## config.mk

```make
export PLATFORM = sky130hd
export DESIGN_NAME = dsmcc_dii_module_list_parser_top
export DESIGN_NICKNAME = d
export VERILOG_FILES = /design/src/sv/dsmcc_pkg.sv /design/src/sv/dsmcc_dii_module_list_parser_top.sv /design/src/sv/dsmcc_front.sv /design/src/sv/dsmcc_back.sv
export SDC_FILE = /design/constraint.sdc
export NUM_CORES = 1
export LEC_CHECK = 0
export BUFFER_PORTS_ARGS = -buffer_cell sky130_fd_sc_hd__clkbuf_2
export CAP_MARGIN = 10
export CORE_AREA = 2 2 417 419
export CTS_CLUSTER_DIAMETER = 100
export DETAILED_ROUTE_END_ITERATION = 12
export DIE_AREA = 0 0 419 421
export GPL_ROUTABILITY_DRIVEN = 0
export SYNTH_ARGS = -nofsm -noshare
export SYNTH_HDL_FRONTEND = slang
export SYNTH_HIERARCHICAL = 1
export SYNTH_SLANG_ARGS = --single-unit
```

## constraint.sdc

```tcl
create_clock -name i_clk -period 35.1 [get_ports i_clk]
set_input_delay 7.02 -clock i_clk [delete_from_list [all_inputs] [get_ports i_clk]]
set_output_delay 7.02 -clock i_clk [all_outputs]
set_load 0.01 [all_outputs]
```

## src/sv/dsmcc_pkg.sv

```systemverilog
package dsmcc_pkg;

    localparam int MAX_MESSAGE_BYTES = 4096;
    localparam int CNT_W = $clog2(MAX_MESSAGE_BYTES + 2);

    localparam logic [2:0] K_MODULE = 3'd0;
    localparam logic [2:0] K_OK     = 3'd1;
    localparam logic [2:0] K_SHORT  = 3'd2;
    localparam logic [2:0] K_BLOCK  = 3'd3;
    localparam logic [2:0] K_TRUNC  = 3'd4;
    localparam logic [2:0] K_LONG   = 3'd5;

    localparam logic [7:0]  TAG_NAME        = 8'h02;
    localparam logic [7:0]  TAG_CRC         = 8'h05;
    localparam logic [15:0] MAX_BLOCK_BYTES = 16'd4066;
    localparam int          MIN_MESSAGE_BYTES = 34;
    localparam logic [3:0]  HEAD_LAST = 4'd11;
    localparam logic [4:0]  BODY_LAST = 5'd17;

    typedef struct packed {
        logic [7:0] data_byte;
        logic       last_byte;
    } t_in;

    typedef struct packed {
        logic [2:0]  record_kind;
        logic [15:0] module_number;
        logic [31:0] module_bytes;
        logic [7:0]  module_revision;
        logic [31:0] download_ident;
        logic [15:0] block_bytes;
        logic [31:0] transaction_ident;
        logic [15:0] message_ident;
        logic        crc_present;
        logic [31:0] crc_value;
        logic [11:0] name_start;
        logic [7:0]  name_bytes;
    } t_out;

    // Front-to-back entry: up to two records made by one byte.
    typedef struct packed {
        logic mod_vld;
        logic sts_vld;
        t_out mod_rec;
        t_out sts_rec;
    } t_pair;

endpackage

```

## src/sv/dsmcc_dii_module_list_parser_top.sv

```systemverilog
// A record is written into the record queue when the byte that completes it is accepted.
// Throughput: one byte per cycle while the queue is not full; a byte yielding two records
// takes one entry of the two-entry record queue between parser and output.
// Input stall rises only when that queue is full.
// Reset (i_rst_n low, synchronous) returns the parser to the header and empties the queue.
module dsmcc_dii_module_list_parser_top import dsmcc_pkg::*; (
    input  logic i_clk,
    input  logic i_rst_n,
    input  logic i_valid,
    output logic o_stall,
    input  t_in  i_data,
    output logic o_valid,
    input  logic i_stall,
    output t_out o_data
);

    t_pair pair;
    logic  pair_vld, take;

    assign o_stall = !take;

    dsmcc_front u_front (
        .i_clk(i_clk), .i_rst_n(i_rst_n), .i_valid(i_valid), .i_data(i_data),
        .i_take(take), .o_pair(pair), .o_pair_vld(pair_vld)
    );

    dsmcc_back u_back (
        .i_clk(i_clk), .i_rst_n(i_rst_n), .i_pair(pair), .i_pair_vld(pair_vld),
        .o_take(take), .i_stall(i_stall), .o_valid(o_valid), .o_data(o_data)
    );

endmodule

```

## src/sv/dsmcc_front.sv

```systemverilog
module dsmcc_front import dsmcc_pkg::*; (
    input  logic  i_clk,
    input  logic  i_rst_n,
    input  logic  i_valid,
    input  t_in   i_data,
    input  logic  i_take,
    output t_pair o_pair,
    output logic  o_pair_vld
);

    localparam logic [3:0] PH_HEAD = 4'd0, PH_ADAPT = 4'd1, PH_BODY = 4'd2,
        PH_COMPAT = 4'd3, PH_COUNT = 4'd4, PH_MODHDR = 4'd5, PH_INFO = 4'd6,
        PH_DONE = 4'd7;
    localparam logic [1:0] ST_TAG = 2'd0, ST_LEN = 2'd1, ST_BODY = 2'd2, ST_SKIP = 2'd3;

    logic [3:0]  r_phase, n_phase;
    logic [CNT_W-1:0] r_cnt, n_cnt;
    logic [15:0] r_pos, n_pos;
    logic [7:0]  r_adapt, n_adapt;
    logic [15:0] r_compat, n_compat;
    logic [15:0] r_left, n_left;
    logic [7:0]  r_info, n_info;
    logic [7:0]  r_cur, n_cur;
    logic [7:0]  r_dkind, n_dkind;
    logic [7:0]  r_dlen, n_dlen;
    logic [1:0]  r_step, n_step;
    logic [31:0] r_shift, n_shift;
    logic [47:0] r_hf0, n_hf0, r_hf1, n_hf1;
    logic [55:0] r_mf0, n_mf0;
    logic        r_crcp, n_crcp;
    logic [31:0] r_crc, n_crc;
    logic [11:0] r_nst, n_nst;
    logic [7:0]  r_nlen, n_nlen;
    logic        r_blk, n_blk;
    logic        r_long, n_long;
    logic        fin;
    logic [2:0]  kind;
    t_pair       pr;
    logic [CNT_W-1:0] cnt_inc;

    function automatic t_out mk(input logic [2:0] k, input logic [47:0] h0,
                                input logic [47:0] h1);
        t_out o;
        o = '0;
        o.record_kind = k;
        o.download_ident = h1[47:16];
        o.block_bytes = h1[15:0];
        o.transaction_ident = h0[31:0];
        o.message_ident = h0[47:32];
        return o;
    endfunction

    always_comb begin
        n_phase = r_phase; n_cnt = r_cnt; n_pos = r_pos; n_adapt = r_adapt;
        n_compat = r_compat; n_left = r_left; n_info = r_info; n_cur = r_cur;
        n_dkind = r_dkind; n_dlen = r_dlen; n_step = r_step; n_shift = r_shift;
        n_hf0 = r_hf0; n_hf1 = r_hf1; n_mf0 = r_mf0; n_crcp = r_crcp;
        n_crc = r_crc; n_nst = r_nst; n_nlen = r_nlen; n_blk = r_blk;
        n_long = r_long; fin = 1'b0;
        cnt_inc = r_cnt;
        if (r_cnt <= CNT_W'(MAX_MESSAGE_BYTES)) cnt_inc = r_cnt + 1'b1;
        n_cnt = cnt_inc;
        if (cnt_inc > CNT_W'(MAX_MESSAGE_BYTES)) n_long = 1'b1;
        if (!n_long && !r_blk && r_phase != PH_DONE) begin
            unique case (r_phase)
                PH_HEAD: begin
                    if (r_pos >= 16'd2 && r_pos <= 16'd7)
                        n_hf0 = {r_hf0[39:0], i_data.data_byte};
                    if (r_pos == 16'd9) n_adapt = i_data.data_byte;
                    n_pos = r_pos + 1'b1;
                    if (r_pos[3:0] == HEAD_LAST) begin
                        n_pos = '0;
                        n_phase = (r_adapt != 8'd0) ? PH_ADAPT : PH_BODY;
                    end
                end
                PH_ADAPT: begin
                    n_pos = r_pos + 1'b1;
                    if (n_pos >= {8'd0, r_adapt}) begin
                        n_pos = '0; n_phase = PH_BODY;
                    end
                end
                PH_BODY: begin
                    if (r_pos <= 16'd5) n_hf1 = {r_hf1[39:0], i_data.data_byte};
                    if (r_pos == 16'd5 && (n_hf1[15:0] == 16'd0 ||
                            n_hf1[15:0] > MAX_BLOCK_BYTES)) n_blk = 1'b1;
                    if (r_pos == 16'd16 || r_pos == 16'd17)
                        n_compat = {r_compat[7:0], i_data.data_byte};
                    n_pos = r_pos + 1'b1;
                    if (r_pos[4:0] == BODY_LAST) begin
                        n_pos = '0;
                        n_phase = (n_compat != 16'd0) ? PH_COMPAT : PH_COUNT;
                    end
                end
                PH_COMPAT: begin
                    n_pos = r_pos + 1'b1;
                    if (n_pos >= r_compat) begin
                        n_pos = '0; n_phase = PH_COUNT;
                    end
                end
                PH_COUNT: begin
                    n_left = {r_left[7:0], i_data.data_byte};
                    n_pos = r_pos + 1'b1;
                    if (r_pos[0]) begin
                        n_pos = '0;
                        n_phase = (n_left != 16'd0) ? PH_MODHDR : PH_DONE;
                    end
                end
                PH_MODHDR: begin
                    if (r_pos < 16'd7) begin
                        n_mf0 = {r_mf0[47:0], i_data.data_byte};
                        n_pos = r_pos + 1'b1;
                    end else begin
                        n_info = i_data.data_byte;
                        n_crcp = 1'b0; n_crc = '0; n_nst = '0; n_nlen = '0;
                        n_cur = '0; n_step = ST_TAG; n_pos = '0;
                        if (i_data.data_byte == 8'd0) fin = 1'b1;
                        else n_phase = PH_INFO;
                    end
                end
                PH_INFO: begin
                    unique case (r_step)
                        ST_TAG: begin
                            if ({1'b0, r_cur} + 9'd2 < {1'b0, r_info}) begin
                                n_dkind = i_data.data_byte; n_step = ST_LEN;
                            end else n_step = ST_SKIP;
                        end
                        ST_LEN: begin
                            n_dlen = i_data.data_byte;
                            if ({1'b0, r_cur} + 9'd1 + {1'b0, i_data.data_byte} >
                                    {1'b0, r_info}) n_step = ST_SKIP;
                            else begin
                                if (r_dkind == TAG_NAME) begin
                                    n_nst = 12'(r_cnt + 1'b1);
                                    n_nlen = i_data.data_byte;
                                end
                                n_shift = '0; n_pos = '0;
                                n_step = (i_data.data_byte != 8'd0) ? ST_BODY : ST_TAG;
                            end
                        end
                        ST_BODY: begin
                            n_shift = {r_shift[23:0], i_data.data_byte};
                            n_pos = r_pos + 1'b1;
                            if (n_pos >= {8'd0, r_dlen}) begin
                                if (r_dkind == TAG_CRC && r_dlen == 8'd4) begin
                                    n_crcp = 1'b1; n_crc = n_shift;
                                end
                                n_pos = '0; n_step = ST_TAG;
                            end
                        end
                        default: ;
                    endcase
                    n_cur = r_cur + 1'b1;
                    if (n_cur >= r_info) fin = 1'b1;
                end
                default: ;
            endcase
            if (fin) begin
                n_left = n_left - 1'b1;
                n_phase = (n_left != 16'd0) ? PH_MODHDR : PH_DONE;
                n_pos = '0;
            end
        end
        if (n_long) kind = K_LONG;
        else if (cnt_inc < CNT_W'(MIN_MESSAGE_BYTES)) kind = K_SHORT;
        else if (n_blk) kind = K_BLOCK;
        else if (n_phase != PH_DONE) kind = K_TRUNC;
        else kind = K_OK;
        pr.mod_vld = fin;
        pr.sts_vld = i_data.last_byte;
        pr.mod_rec = mk(K_MODULE, n_hf0, n_hf1);
        pr.mod_rec.module_number = n_mf0[55:40];
        pr.mod_rec.module_bytes = n_mf0[39:8];
        pr.mod_rec.module_revision = n_mf0[7:0];
        pr.mod_rec.crc_present = n_crcp;
        pr.mod_rec.crc_value = n_crc;
        pr.mod_rec.name_start = n_nst;
        pr.mod_rec.name_bytes = n_nlen;
        pr.sts_rec = mk(kind, n_hf0, n_hf1);
    end

    // Accept only when the queue can take the produced entry.
    logic acc;
    assign acc = i_valid && i_take;

    always_ff @(posedge i_clk) begin
        if (!i_rst_n || (acc && i_data.last_byte)) begin
            r_phase <= PH_HEAD; r_cnt <= '0; r_pos <= '0; r_adapt <= '0;
            r_compat <= '0; r_left <= '0; r_info <= '0; r_cur <= '0;
            r_dkind <= '0; r_dlen <= '0; r_step <= ST_TAG; r_shift <= '0;
            r_hf0 <= '0; r_hf1 <= '0; r_mf0 <= '0; r_crcp <= 1'b0;
            r_crc <= '0; r_nst <= '0; r_nlen <= '0; r_blk <= 1'b0; r_long <= 1'b0;
        end else if (acc) begin
            r_phase <= n_phase; r_cnt <= n_cnt; r_pos <= n_pos; r_adapt <= n_adapt;
            r_compat <= n_compat; r_left <= n_left; r_info <= n_info; r_cur <= n_cur;
            r_dkind <= n_dkind; r_dlen <= n_dlen; r_step <= n_step; r_shift <= n_shift;
            r_hf0 <= n_hf0; r_hf1 <= n_hf1; r_mf0 <= n_mf0; r_crcp <= n_crcp;
            r_crc <= n_crc; r_nst <= n_nst; r_nlen <= n_nlen; r_blk <= n_blk;
            r_long <= n_long;
        end
    end

    assign o_pair = pr;
    assign o_pair_vld = acc && (fin || i_data.last_byte);

endmodule

```

## src/sv/dsmcc_back.sv

```systemverilog
module dsmcc_back import dsmcc_pkg::*; (
    input  logic  i_clk,
    input  logic  i_rst_n,
    input  t_pair i_pair,
    input  logic  i_pair_vld,
    output logic  o_take,
    input  logic  i_stall,
    output logic  o_valid,
    output t_out  o_data
);

    // Two-entry queue of record pairs; head pair drains one record per transfer.
    t_pair      r_q [2];
    logic [1:0] r_cnt;
    logic       r_rd, r_wr;
    logic       r_half;
    logic       pop, push, head_two, done;
    t_pair      head;

    assign head = r_q[r_rd];
    assign head_two = head.mod_vld && head.sts_vld;
    assign o_valid = (r_cnt != 2'd0);
    assign o_data = (head.mod_vld && !r_half) ? head.mod_rec : head.sts_rec;
    assign pop = o_valid && !i_stall;
    assign done = pop && (!head_two || r_half);
    assign o_take = (r_cnt != 2'd2);
    assign push = i_pair_vld;

    always_ff @(posedge i_clk) begin
        if (push) r_q[r_wr] <= i_pair;
    end

    always_ff @(posedge i_clk) begin
        if (!i_rst_n) begin
            r_cnt <= '0; r_rd <= 1'b0; r_wr <= 1'b0; r_half <= 1'b0;
        end else begin
            if (push) r_wr <= !r_wr;
            if (done) begin
                r_rd <= !r_rd; r_half <= 1'b0;
            end else if (pop) r_half <= 1'b1;
            r_cnt <= r_cnt + {1'b0, push} - {1'b0, done};
        end
    end

endmodule

```

==> results of run 1 <==
## flip-flops by register name, summed over array words and instances (netlist names), 12 cells and up, named ones only
signal,cells
u_back/r_q,836
u_front/r_cnt,13
u_front/r_compat,16
u_front/r_crc,32
u_front/r_hf0,48
u_front/r_hf1,48
u_front/r_left,16
u_front/r_mf0,56
u_front/r_nst,12
u_front/r_pos,16
u_front/r_shift,24
## cell usage in the layout, fill, tap and decap left out, drive strengths merged, types with 10 or more instances in the layout
cell     instances
nand4           26
dfxtp          344
a31oi           19
a21oi          180
a21o            10
nand3           70
xor2            24
nor4            24
clkinv          34
a22o            92
clkbuf         388
o2bb2ai         10
mux2           159
nor2           135
nand2b          71
or2             11
o21a            13
mux2i           62
xnor2           37
o21ai           52
edfxtp         836
a211oi          14
and3            10
nor2b           19
or3             22
ha              79
nor3            39
o211a           58
inv             77
mux4           208
nand2          334
buf             50
and2            13
conb           112
## cell type report
type	count	area, um^2	share of cell area [%]
Inverter	71	266.5	0.4652
Multi-Input combinational cell	2028	16910	29.51
Timing Repair Buffer	272	1536	2.682
Clock inverter	49	465.4	0.8124
Tap cell	2325	2909	5.078
Antenna cell	1	2.502	0.004368
Sequential cell	1180	31990	55.85
Clock buffer	166	3211	5.604
## how the worst min path moves through the flow
stage / to / slack (ns) / cells past startpoint
2_1_floorplan: u_front/r_left[13] / 0.43 / 2
3_3_place_gp: u_front/r_hf0[43] / 0.44 / 2
3_5_place_dp: u_front/r_nst[8] / 0.45 / 1
4_1_cts: u_front/r_hf1[40] / 0.46 / 2
5_1_grt: u_front/r_hf1[40] / 0.47 / 2
6_report: u_front/r_hf1[43] / 0.45 / 2
## power by group through the flow
stage / Sequential (uW) / Combinational, uW / Clock (uW)
2_1_floorplan: 1650 / 399 / 0
3_3_place_gp: 1630 / 613 / 0
3_5_place_dp: 1630 / 614 / 0
4_1_cts: 1600 / 617 / 1240
5_1_grt: 1610 / 638 / 1300
6_report: 1600 / 590 / 1210
## metrics by stage
step / instances / hold slack [ns] / cell area, um^2
after detailed placement: 5876 / 0.4469 / 53610
after CTS: 6091 / 0.4569 / 57290
after global routing: 6092 / 0.4744 / 57290
final: 6092 / 0.4514 / 57290
after global placement: 5876 / 0.4386 / 53610
after floorplan: 3713 / 0.4284 / 51760
## worst min-delay path: stages, from the launching register on
cell and delay, ns:
dfxtp_1 0.31, nand2_1 0.05, a21oi_1 0.05
## cell families after synthesis
family,count (synthesis),synth area share (%)
other,1,0.007303
AOI/OAI and AO/OA,527,7.235
muxes,429,13.83
and+or+nand+nor,819,7.898
DFF,1180,62.30
adders and majority gates,80,1.964
buffers and inverters,505,5.724
xor gates and xnor gates,61,1.041
## layer usage
metal / global-route usage (%) / vias up
met5: 0 / -
met4: 4.651 / 0
met3: 2.129 / 161
met2: 22.96 / 596
met1: 16.91 / 14852
li1: - / 13460
==> metrics.md, run 1 <==
| Metric | Value |
|---|---|
| H-tree depth | `3` |
| First-pass GRT wire length | `181100 um` |
| Die area | `0.1764 mm^2` |
| Pwr dens | `59.27 mW/mm^2` |
| Hold_buf cts | `0` |
| Least-Margin Pin Slew | `1.080 ns` |
| Worst EP required | `28.08 ns` |
| CP Capture Type | `output pin` |
| DRT met1 WL | `50280 um` |
| Worst setup SP type | `flop` |
| Routed length per instance | `19.64 um` |
| Status | `complete, no violations` |
| Initial Util | `29.77%` |
| Final nets | `3760` |
| Clock sinks | `1180` |
| Share of synthesized registers carrying an async set or reset | `0%` |
| Logic pwr share | `17.4%` |
| CP Buf/Inv Count | `3` |
| Yosys reg bits | `1180` |
| Vias in the first global route | `28680` |
| Max Used Layer | `met4` |
| Clock share of power | `35.5%` |
| Period Utilization, post-route | `34.15%` |
| Setup_tns | `0 ns` |
| Initial DRC count | `2065` |
| Internal power | `2486 uW` |
| Hold crit path type | `reg -> reg` |
| Detailed placer's ending HPWL | `77220 um` |
| # resized after CTS | `0` |
| Mean Syn Cell Area | `14.25 um^2` |
| Top delay family on crit path | `buffers and inverters` |
| Post-synth top cells | `836 x edfxtp_1, 344 x dfxtp_1, 333 x nand2_1` |
| Static leakage | `0.02013 uW` |
| Normalized max-slew margin | `27.97%` |
| Reg-to-Reg Start | `u_front/r_cnt[0]` |
| Chip height | `421 um` |
| Max-slew violations | `0` |
| Share of cells above drive strength 1 | `22.65%` |
| Post-layout min period | `11.99 ns` |
| Share of the yosys chip area belonging to registers | `62.30%` |
| Synth cell types | `86` |
| Worst r2r path cells | `14` |
| Max-Cap Viols | `0` |
| IO buf count | `222` |
| WS Path Type | `reg -> out` |
| Die W | `419 um` |
| Most numerous cell in the Yosys netlist | `edfxtp_1` |
| Ranking of synthesized cells by area | `edfxtp_1 49%, dfxtp_1 13%, mux4_2 9.1%, mux2_2 3.5%, buf_4 3.3%` |
| Met3 wire length | `5382 um` |
| Congestion Overflow GR | `0` |
| Sw Ratio | `26.78%` |
| Largest net degree at the start of global routing | `187` |
| Clock Skew | `0.04268 ns` |
| Crit path max-delay cell type | `dfxtp_4` |
| FP Rows | `153` |
| Place WS | `22.82 ns` |
| Endpoints failing setup | `0` |
| Via count | `29069` |
| Sequential Power Share | `47.1%` |
| Crit-path cells | `mux2i_2 > nor2_4 > buf_4 > buf_12 > mux4_2 > clkbuf_2` |
| Placeable Area | `0.1725 mm^2` |
| Number of synthesized flops with an enable pin | `836` |
| CTS Buf Count | `114` |
| Final core area utilization | `33.22%` |
| Total Power | `3396 uW` |
| Synth-to-layout area growth | `11.58%` |
| CP max FO | `131` |
| CP peak stage delay | `1.01 ns` |
| Final Hold Violating Endpoints | `0` |
| Num ports | `223` |
| Postcts setup bufs | `0` |
| # fillers | `16748` |
| Syn Inst Count | `3602` |
| Synth Flop Type | `edfxtp_1` |
| Clock slew at reported path FFs | `0.06 ns` |
| Via density | `4.772` |
| Stages on worst setup path | `6` |
| Initial antenna violation count | `2` |
| Post-route setup slack | `23.11 ns` |
| Reg-to-reg critical path endpoint | `u_back/r_q[0][173]` |
| Drt drc | `0` |
| RSZ-0062 raised after global routing | `no` |
| CP arrival | `4.97 ns` |
| Switching power | `909.5 uW` |
| YS warnings | `6` |
| Fmax | `0.08341 GHz` |
| VDD IR max | `0.04257 mV` |
| Post-synth top area share | `48.89%` |
| Clk Latency, worst-skew pair | `0.73 ns` |
| Clock tree root buffer cell | `clkbuf_16` |
| Worst Min Path Start | `u_front/r_hf1[43]` |
| Flop2flop setup slack | `28.68 ns` |
| Clock Path Buffers | `3` |
| Met2 wire length | `60410 um` |
| Post-synth top area cell | `edfxtp_1` |
| End of the critical path | `o_data[1]` |
| Total routed wirelength | `119700 um` |
| Drt first pass iters | `5` |
| Synth Cell Area | `0.05135 mm^2` |
| CTS tree | `done` |
| Post-DRT Antenna Nets | `0` |
| GRT Total Usage | `13.34%` |
No activity file was read; power rests on OpenSTA's default activity.
==> inputs of run 2 (changes only) <==
==> constraint.sdc (replaced) <==
create_clock -name i_clk -period 9.9 [get_ports i_clk]
set_input_delay 1.98 -clock i_clk [delete_from_list [all_inputs] [get_ports i_clk]]
set_output_delay 1.98 -clock i_clk [all_outputs]
set_load 0.01 [all_outputs]
==> metrics.md, run 2 (synthesis results as in run 1) <==
| Metric | Value |
|---|---|
| Fin area | `0.05795 mm^2 (was 0.05729 mm^2)` |
| Max-slew violations | `0 (unchanged)` |
| Crit-path cells | `clkbuf_2 > buf_4 > ha_1 > nor2b_1 > o21ai_0 > nand2b_1 > nand2_1 > nand2_1 > a21o_1 > a21o_1 > a21oi_1 > xnor2_1 > ha_1 > a211o_1 > o21ai_0 > nand2_1 > or4_1 > nor3_2 > a22o_1 (was mux2i_2 > nor2_4 > buf_4 > buf_12 > mux4_2 > clkbuf_2)` |
| Total routed wirelength | `120900 um (was 119700 um)` |
| Num ports | `223 (unchanged)` |
| Die W | `419 um (unchanged)` |
| WHS Path Cells | `2 (unchanged)` |
| Worst EP required | `10.60 ns (was 28.08 ns)` |
| Initial antenna violation count | `4 (was 2)` |
| Die area | `0.1764 mm^2 (unchanged)` |
| Static leakage | `0.02040 uW (was 0.02013 uW)` |
| Total Power | `12530 uW (was 3396 uW)` |
| Placeable Area | `0.1725 mm^2 (unchanged)` |
| CTS Buf Count | `132 (was 114)` |
| Top Registers | `u_back/r_q (836), u_front/r_mf0 (56) (unchanged)` |
| Initial Util | `29.77% (unchanged)` |
| CP arrival | `6.84 ns (was 4.97 ns)` |
| Least-Margin Pin Slew | `1.118 ns (was 1.080 ns)` |
| Normalized max-slew margin | `25.44% (was 27.97%)` |
| CP Buf/Inv Count | `2 (was 3)` |
| Largest net degree at the start of global routing | `164 (was 187)` |
| CTS tree | `done (unchanged)` |
| Final nets | `3772 (was 3760)` |
| GRT Total Usage | `13.52% (was 13.34%)` |
| Clock tree root buffer cell | `clkbuf_16 (unchanged)` |
| Max FFs per register | `836 (unchanged)` |
| Drt first pass iters | `6 (was 5)` |
| Final Hold Violating Endpoints | `0 (unchanged)` |
| H-tree depth | `4 (was 3)` |
| Clock slew at reported path FFs | `0.05 ns (was 0.06 ns)` |
| RSZ-0062 raised after global routing | `no (unchanged)` |
| Reg-to-Reg Start | `u_front/r_cnt[0] (unchanged)` |
| Worst r2r path cells | `12 (was 14)` |
| Post-layout min period | `6.138 ns` |
| Flop2flop setup slack | `4.21 ns (was 28.68 ns)` |
| CP max FO | `18 (was 131)` |
| CP peak stage delay | `0.80 ns (was 1.01 ns)` |
| # fillers | `16649 (was 16748)` |
| Crit path max-delay cell type | `or4_1 (was dfxtp_4)` |
| Via count | `29273 (was 29069)` |
| Clock Path Buffers | `3 (unchanged)` |
| Largest Register | `u_back/r_q (unchanged)` |
| # resized after CTS | `0 (unchanged)` |
| Clock sinks | `1180 (unchanged)` |
| Share of cells above drive strength 1 | `23.15% (was 22.65%)` |
| Synth-to-layout area growth | `12.86% (was 11.58%)` |
| VDD IR max | `0.1882 mV (was 0.04257 mV)` |
| Initial DRC count | `2076 (was 2065)` |
| Worst hold endpoint | `u_front/r_hf1[44] (was u_front/r_hf1[43])` |
| WS Path Type | `in -> reg (was reg -> out)` |
| Detailed placer's ending HPWL | `76790 um (was 77220 um)` |
| Routed length per instance | `19.76 um (was 19.64 um)` |
| Reg-to-reg critical path endpoint | `u_back/r_q[1][245] (was u_back/r_q[0][173])` |
| Chip height | `421 um (unchanged)` |
| Most frequent cells in the layout | `836 x edfxtp_1, 343 x dfxtp_1, 329 x nand2_1 (unchanged)` |
| Worst setup SP type | `input pin (was flop)` |
| Layout Cells excl Fill | `6116 (was 6092)` |
| Via density | `4.786 (was 4.772)` |
| Postcts setup bufs | `0 (unchanged)` |
| Vias in the first global route | `29072 (was 28680)` |
| Status | `complete, no violations (unchanged)` |
| Drt drc | `0 (unchanged)` |
| Congestion Overflow GR | `0 (unchanged)` |
| Hold_buf cts | `0 (unchanged)` |
| Most common cell after layout, fill and taps aside | `edfxtp_1 (unchanged)` |
| Hold crit path type | `reg -> reg (unchanged)` |
| IO buf count | `222 (unchanged)` |
| Max-Cap Viols | `0 (unchanged)` |
| First-pass GRT wire length | `183200 um (was 181100 um)` |
| Dpl cells | `5870 (was 5876)` |
| Worst Min Path Start | `u_front/r_hf1[44] (was u_front/r_hf1[43])` |
| Post-DRT Antenna Nets | `0 (unchanged)` |
| Most common cell on crit path | `nand2_1` |
| Final core area utilization | `33.60% (was 33.22%)` |
| CP Capture Type | `flop (was output pin)` |
| Period Utilization, post-route | `62.00%` |
| Fmax | `0.1629 GHz` |
| Dpl cell area | `0.05365 mm^2 (was 0.05361 mm^2)` |
| Clock Skew | `0.04212 ns (was 0.04268 ns)` |
| Top delay family on crit path | `simple AND/OR/NAND/NOR gates (was buffers and inverters)` |
| Endpoints failing setup | `0 (unchanged)` |
| FP Rows | `153 (unchanged)` |
| Pwr dens | `216.2 mW/mm^2 (was 59.27 mW/mm^2)` |
| Clk Latency, worst-skew pair | `0.77 ns (was 0.73 ns)` |
run 2: worst max-delay path by stage:
stage | end | depth (start not counted) | from | slack [ns]
4_1_cts | o_data[39] | 4 | flop | 3.57
5_1_grt | o_data[39] | 4 | flop | 3.44
3_5_place_dp | u_front/r_nlen[1] | 19 | i_data[2] | 3.08
3_3_place_gp | u_front/r_nlen[3] | 19 | i_data[2] | 3.10
6_report | u_front/r_nst[4] | 19 | i_data[2] | 3.76
2_1_floorplan | u_back/r_q[0][0] | 10 | i_data[2] | -0.12
run 2: through the flow:
| step | hold slack, ns | setup WS, ns | setup TNS, ns |
|---|---|---|---|
| 6_report | 0.4512 | 3.762 | 0 |
| 5_1_grt | 0.4789 | 3.439 | 0 |
| 4_1_cts | 0.4536 | 3.575 | 0 |
| 3_5_place_dp | 0.4449 | 3.080 | 0 |
| 3_3_place_gp | 0.4392 | 3.103 | 0 |
| 2_1_floorplan | 0.4284 | -0.1223 | -51.20 |
run 2: layout make-up:
class	instances	area (um^2)	area share (%)
diodes	3	7.507	0.01295
clock buffers	183	3646	6.292
clock inverters	60	646.9	1.116
inverters	71	266.5	0.4599
multi-input cells	2028	16950	29.25
flip-flops and latches	1180	31990	55.21
well taps	2325	2909	5.020
repair buffers	266	1529	2.638
run 2: report_power, final:
part           leakage, uW  total, uW  switching [uW]  internal (uW)
Combinational      0.00763       2070            1240            834
Sequential          0.0107       5660             111           5550
Clock              0.00208       4790            2000           2790
run 2: layer usage:
metal	vias to the layer above	routed length, um	GRT usage [%]	share of wire, %
li1	13518	-	-	-
met1	14868	50780	17.14	42
met2	718	61380	23.17	51
met3	169	5246	2.221	4.3
met4	0	3468	4.844	2.9
met5	-	0	0	0
run 2: worst reg2reg max path: cells and delay by family, from the launching register on:
kind	cells	cell delay (ns)
AND/OR/NAND/NOR	7	2.27
buffers and inverters	1	0.78
AO/OA/AOI/OAI	2	0.68
flip-flops	1	0.65
adder cells (fa/ha/maj)	1	0.40
XOR/XNOR	1	0.36
==> inputs of run 3 (changes only) <==
--- a/config.mk
+++ b/config.mk
@@ -5,12 +5,13 @@
 export SDC_FILE = /design/constraint.sdc
 export NUM_CORES = 1
 export LEC_CHECK = 0
+export ABC_AREA = 1
 export BUFFER_PORTS_ARGS = -buffer_cell sky130_fd_sc_hd__clkbuf_2
 export CAP_MARGIN = 10
-export CORE_AREA = 2 2 417 419
+export CORE_AREA = 2 2 433 435
 export CTS_CLUSTER_DIAMETER = 100
 export DETAILED_ROUTE_END_ITERATION = 12
-export DIE_AREA = 0 0 419 421
+export DIE_AREA = 0 0 435 437
 export GPL_ROUTABILITY_DRIVEN = 0
 export SYNTH_ARGS = -nofsm -noshare
 export SYNTH_HDL_FRONTEND = slang
==> constraint.sdc (replaced) <==
create_clock -name i_clk -period 6.3 [get_ports i_clk]
set_input_delay 1.26 -clock i_clk [delete_from_list [all_inputs] [get_ports i_clk]]
set_output_delay 1.26 -clock i_clk [all_outputs]
set_load 0.01 [all_outputs]
==> metrics.md, run 3 <==
| Metric | Value |
|---|---|
| Worst EP required | `5.04 ns (was 10.60 ns)` |
| Total routed wirelength | `134600 um (was 120900 um)` |
| First-pass GRT wire length | `207400 um (was 183200 um)` |
| Pwr dens | `391.9 mW/mm^2 (was 216.2 mW/mm^2)` |
| Initial Util | `29.87% (was 29.77%)` |
| Synth-to-layout area growth | `11.48% (was 12.86%)` |
| WS Path Type | `reg -> out (was in -> reg)` |
| Final Hold Violating Endpoints | `0 (unchanged)` |
| # resized after CTS | `0 (unchanged)` |
| CTS Buf Count | `120 (was 132)` |
| CP max FO | `84 (was 18)` |
| Largest net degree at the start of global routing | `180 (was 164)` |
| H-tree depth | `3 (was 4)` |
| Clock tree root buffer cell | `clkbuf_16 (unchanged)` |
| Clock sinks | `1180 (unchanged)` |
| Hold crit path type | `reg -> reg (unchanged)` |
| Initial antenna violation count | `11 (was 4)` |
| Post-layout min period | `5.307 ns` |
| FP Rows | `158 (was 153)` |
| Synth Flop Type | `edfxtp_1 (unchanged)` |
| Layout Cells excl Fill | `7987 (was 6116)` |
| Vias in the first global route | `35837 (was 29072)` |
| Syn Inst Count | `5399 (was 3602)` |
| Die W | `435 um (was 419 um)` |
| Synth Cell Area | `0.05527 mm^2 (was 0.05135 mm^2)` |
| Share of the yosys chip area belonging to registers | `57.88% (was 62.30%)` |
| Postcts setup bufs | `0 (unchanged)` |
| Most numerous cell in the Yosys netlist | `edfxtp_1 (unchanged)` |
| Post-synth top area share | `45.42% (was 48.89%)` |
| Max-Cap Viols | `0 (unchanged)` |
| Clock slew at reported path FFs | `0.06 ns (was 0.05 ns)` |
| Worst setup SP type | `flop (was input pin)` |
| IO buf count | `222 (unchanged)` |
| Fin Hold WS | `0.4510 ns (was 0.4512 ns)` |
| Clock Skew | `0.07693 ns (was 0.04212 ns)` |
| Mean Syn Cell Area | `10.24 um^2 (was 14.25 um^2)` |
| Post-synth top cells | `836 x edfxtp_1, 792 x nand2_1, 569 x inv_1 (was 836 x edfxtp_1, 344 x dfxtp_1, 333 x nand2_1)` |
| Detailed placer's ending HPWL | `85160 um (was 76790 um)` |
| Least-Margin Pin Slew | `1.269 ns (was 1.118 ns)` |
| VDD IR max | `0.2497 mV (was 0.1882 mV)` |
| RSZ-0062 raised after global routing | `no (unchanged)` |
| Largest Register | `u_back/r_q (unchanged)` |
| CP arrival | `4.05 ns (was 6.84 ns)` |
| Endpoints failing setup | `0 (unchanged)` |
| Dpl cells | `7756 (was 5870)` |
| Max FFs per register | `836 (unchanged)` |
| Via count | `37146 (was 29273)` |
| Fmax | `0.1884 GHz` |
| Via density | `4.651 (was 4.786)` |
| Ranking of synthesized cells by area | `edfxtp_1 45%, dfxtp_1 12%, nand2_1 5.4%, o21ai_0 4.3%, inv_1 3.9% (was edfxtp_1 49%, dfxtp_1 13%, mux4_2 9.1%, mux2_2 3.5%, buf_4 3.3%)` |
| Max-slew violations | `0 (unchanged)` |
| Die area | `0.1901 mm^2 (was 0.1764 mm^2)` |
| Routed length per instance | `16.85 um (was 19.76 um)` |
| CP Capture Type | `output pin (was flop)` |
| Top Registers | `u_back/r_q (836), u_front/r_mf0 (56) (unchanged)` |
| Drt drc | `0 (unchanged)` |
| Hold_buf cts | `0 (unchanged)` |
| YS warnings | `6 (unchanged)` |
| Status | `complete, no violations (unchanged)` |
| Yosys reg bits | `1180 (unchanged)` |
| Normalized max-slew margin | `15.42% (was 25.44%)` |
| Most common cell after layout, fill and taps aside | `edfxtp_1 (unchanged)` |
| Post-DRT Antenna Nets | `0 (unchanged)` |
| CTS tree | `done (unchanged)` |
| Post-synth top area cell | `edfxtp_1 (unchanged)` |
| Period Utilization, post-route | `84.24%` |
| Clk Latency, worst-skew pair | `0.80 ns (was 0.77 ns)` |
| Placeable Area | `0.1850 mm^2 (was 0.1725 mm^2)` |
| Clock Path Buffers | `3 (unchanged)` |
| Synth cell types | `56 (was 86)` |
| Congestion Overflow GR | `0 (unchanged)` |
| Initial DRC count | `2730 (was 2076)` |
| Most frequent cells in the layout | `836 x edfxtp_1, 785 x nand2_1, 563 x inv_1 (was 836 x edfxtp_1, 343 x dfxtp_1, 329 x nand2_1)` |
| Num ports | `223 (unchanged)` |
| Share of synthesized registers carrying an async set or reset | `0% (unchanged)` |
| Static leakage | `0.02356 uW (was 0.02040 uW)` |
| GRT Total Usage | `13.78% (was 13.52%)` |
| Drt first pass iters | `5 (was 6)` |
| Chip height | `437 um (was 421 um)` |
| Share of cells above drive strength 1 | `15.60% (was 23.15%)` |
| Final nets | `5491 (was 3772)` |
| Number of synthesized flops with an enable pin | `836 (unchanged)` |
[run 3: area by class of cell]
class                      instances  area, um^2
timing repair buffer             288        1807
multi-input combinational       3232       18450
sequential                      1180       31990
clock buffer                     155        3236
inverter                         576        2181
antenna                            2       5.005
fill                           18590      123400
tap                             2480        3103
clock inverter                    74       838.3
[run 3: cells by family after synthesis]
logic type | Yosys count | synth area share, %
AND/OR/NAND/NOR | 1487 | 11.73
adder cells (fa/ha/maj) | 80 | 1.825
buffers and inverters | 1098 | 9.581
multiplexers | 209 | 3.785
AO/OA/AOI/OAI | 1320 | 14.81
other | 1 | 0.006785
XOR/XNOR | 24 | 0.3803
flip-flops | 1180 | 57.88
[run 3: report_power, final]
group          internal [uW]  switching, uW
combinational           2280           4800
clock                   4180           3100
sequential              9430            365
total                  15900           8270
[run 3: metrics by stage]
step / power (uW) / setup WS [ns] / utilization, % / setup TNS (ns) / instance area [um^2]
after floorplan: 15200 / -2.795 / - / -2263.89 / 55730
after global placement: 17020 / 0.9918 / 31.09 / 0 / 57540
after detailed placement: 17150 / 0.9190 / 31.09 / 0 / 57540
after CTS: 24490 / 0.8213 / 33.30 / 0 / 61610
after global routing: 25530 / 0.6661 / 33.30 / 0 / 61610
final: 24150 / 0.9926 / 33.30 / 0 / 61610
[run 3: critical path: stages, from the launching register on]
cell	delay [ns]
dfxtp_4	0.37
buf_4	0.66
nand2_1	0.11
nand2_1	0.16
nand2_4	0.45
buf_12	0.41
buf_4	0.39
o21ai_0	0.39
clkbuf_2	0.21
[run 3: final timing paths]
path | from | endpoint | slack (ns) | cells after the start
setup / recovery | flop | o_data[10] | 0.99 | 8
hold / removal | u_front/r_dkind[6] | u_front/r_dkind[6] | 0.45 | 2
hold reg to reg | u_front/r_dkind[6] | u_front/r_dkind[6] | 0.45 | 2
setup reg to reg | u_front/r_cur[0] | u_back/r_q[0][215] | 1.68 | 21
[run 3: metal layers]
metal  track usage, %  wire (um)  vias to the layer above
met5                0         49                        -
met3            2.327       6475                      219
li1                 -          -                    18246
met2            23.74      66050                      803
met1            17.30      57860                    17870
met4            5.018       4183                        8
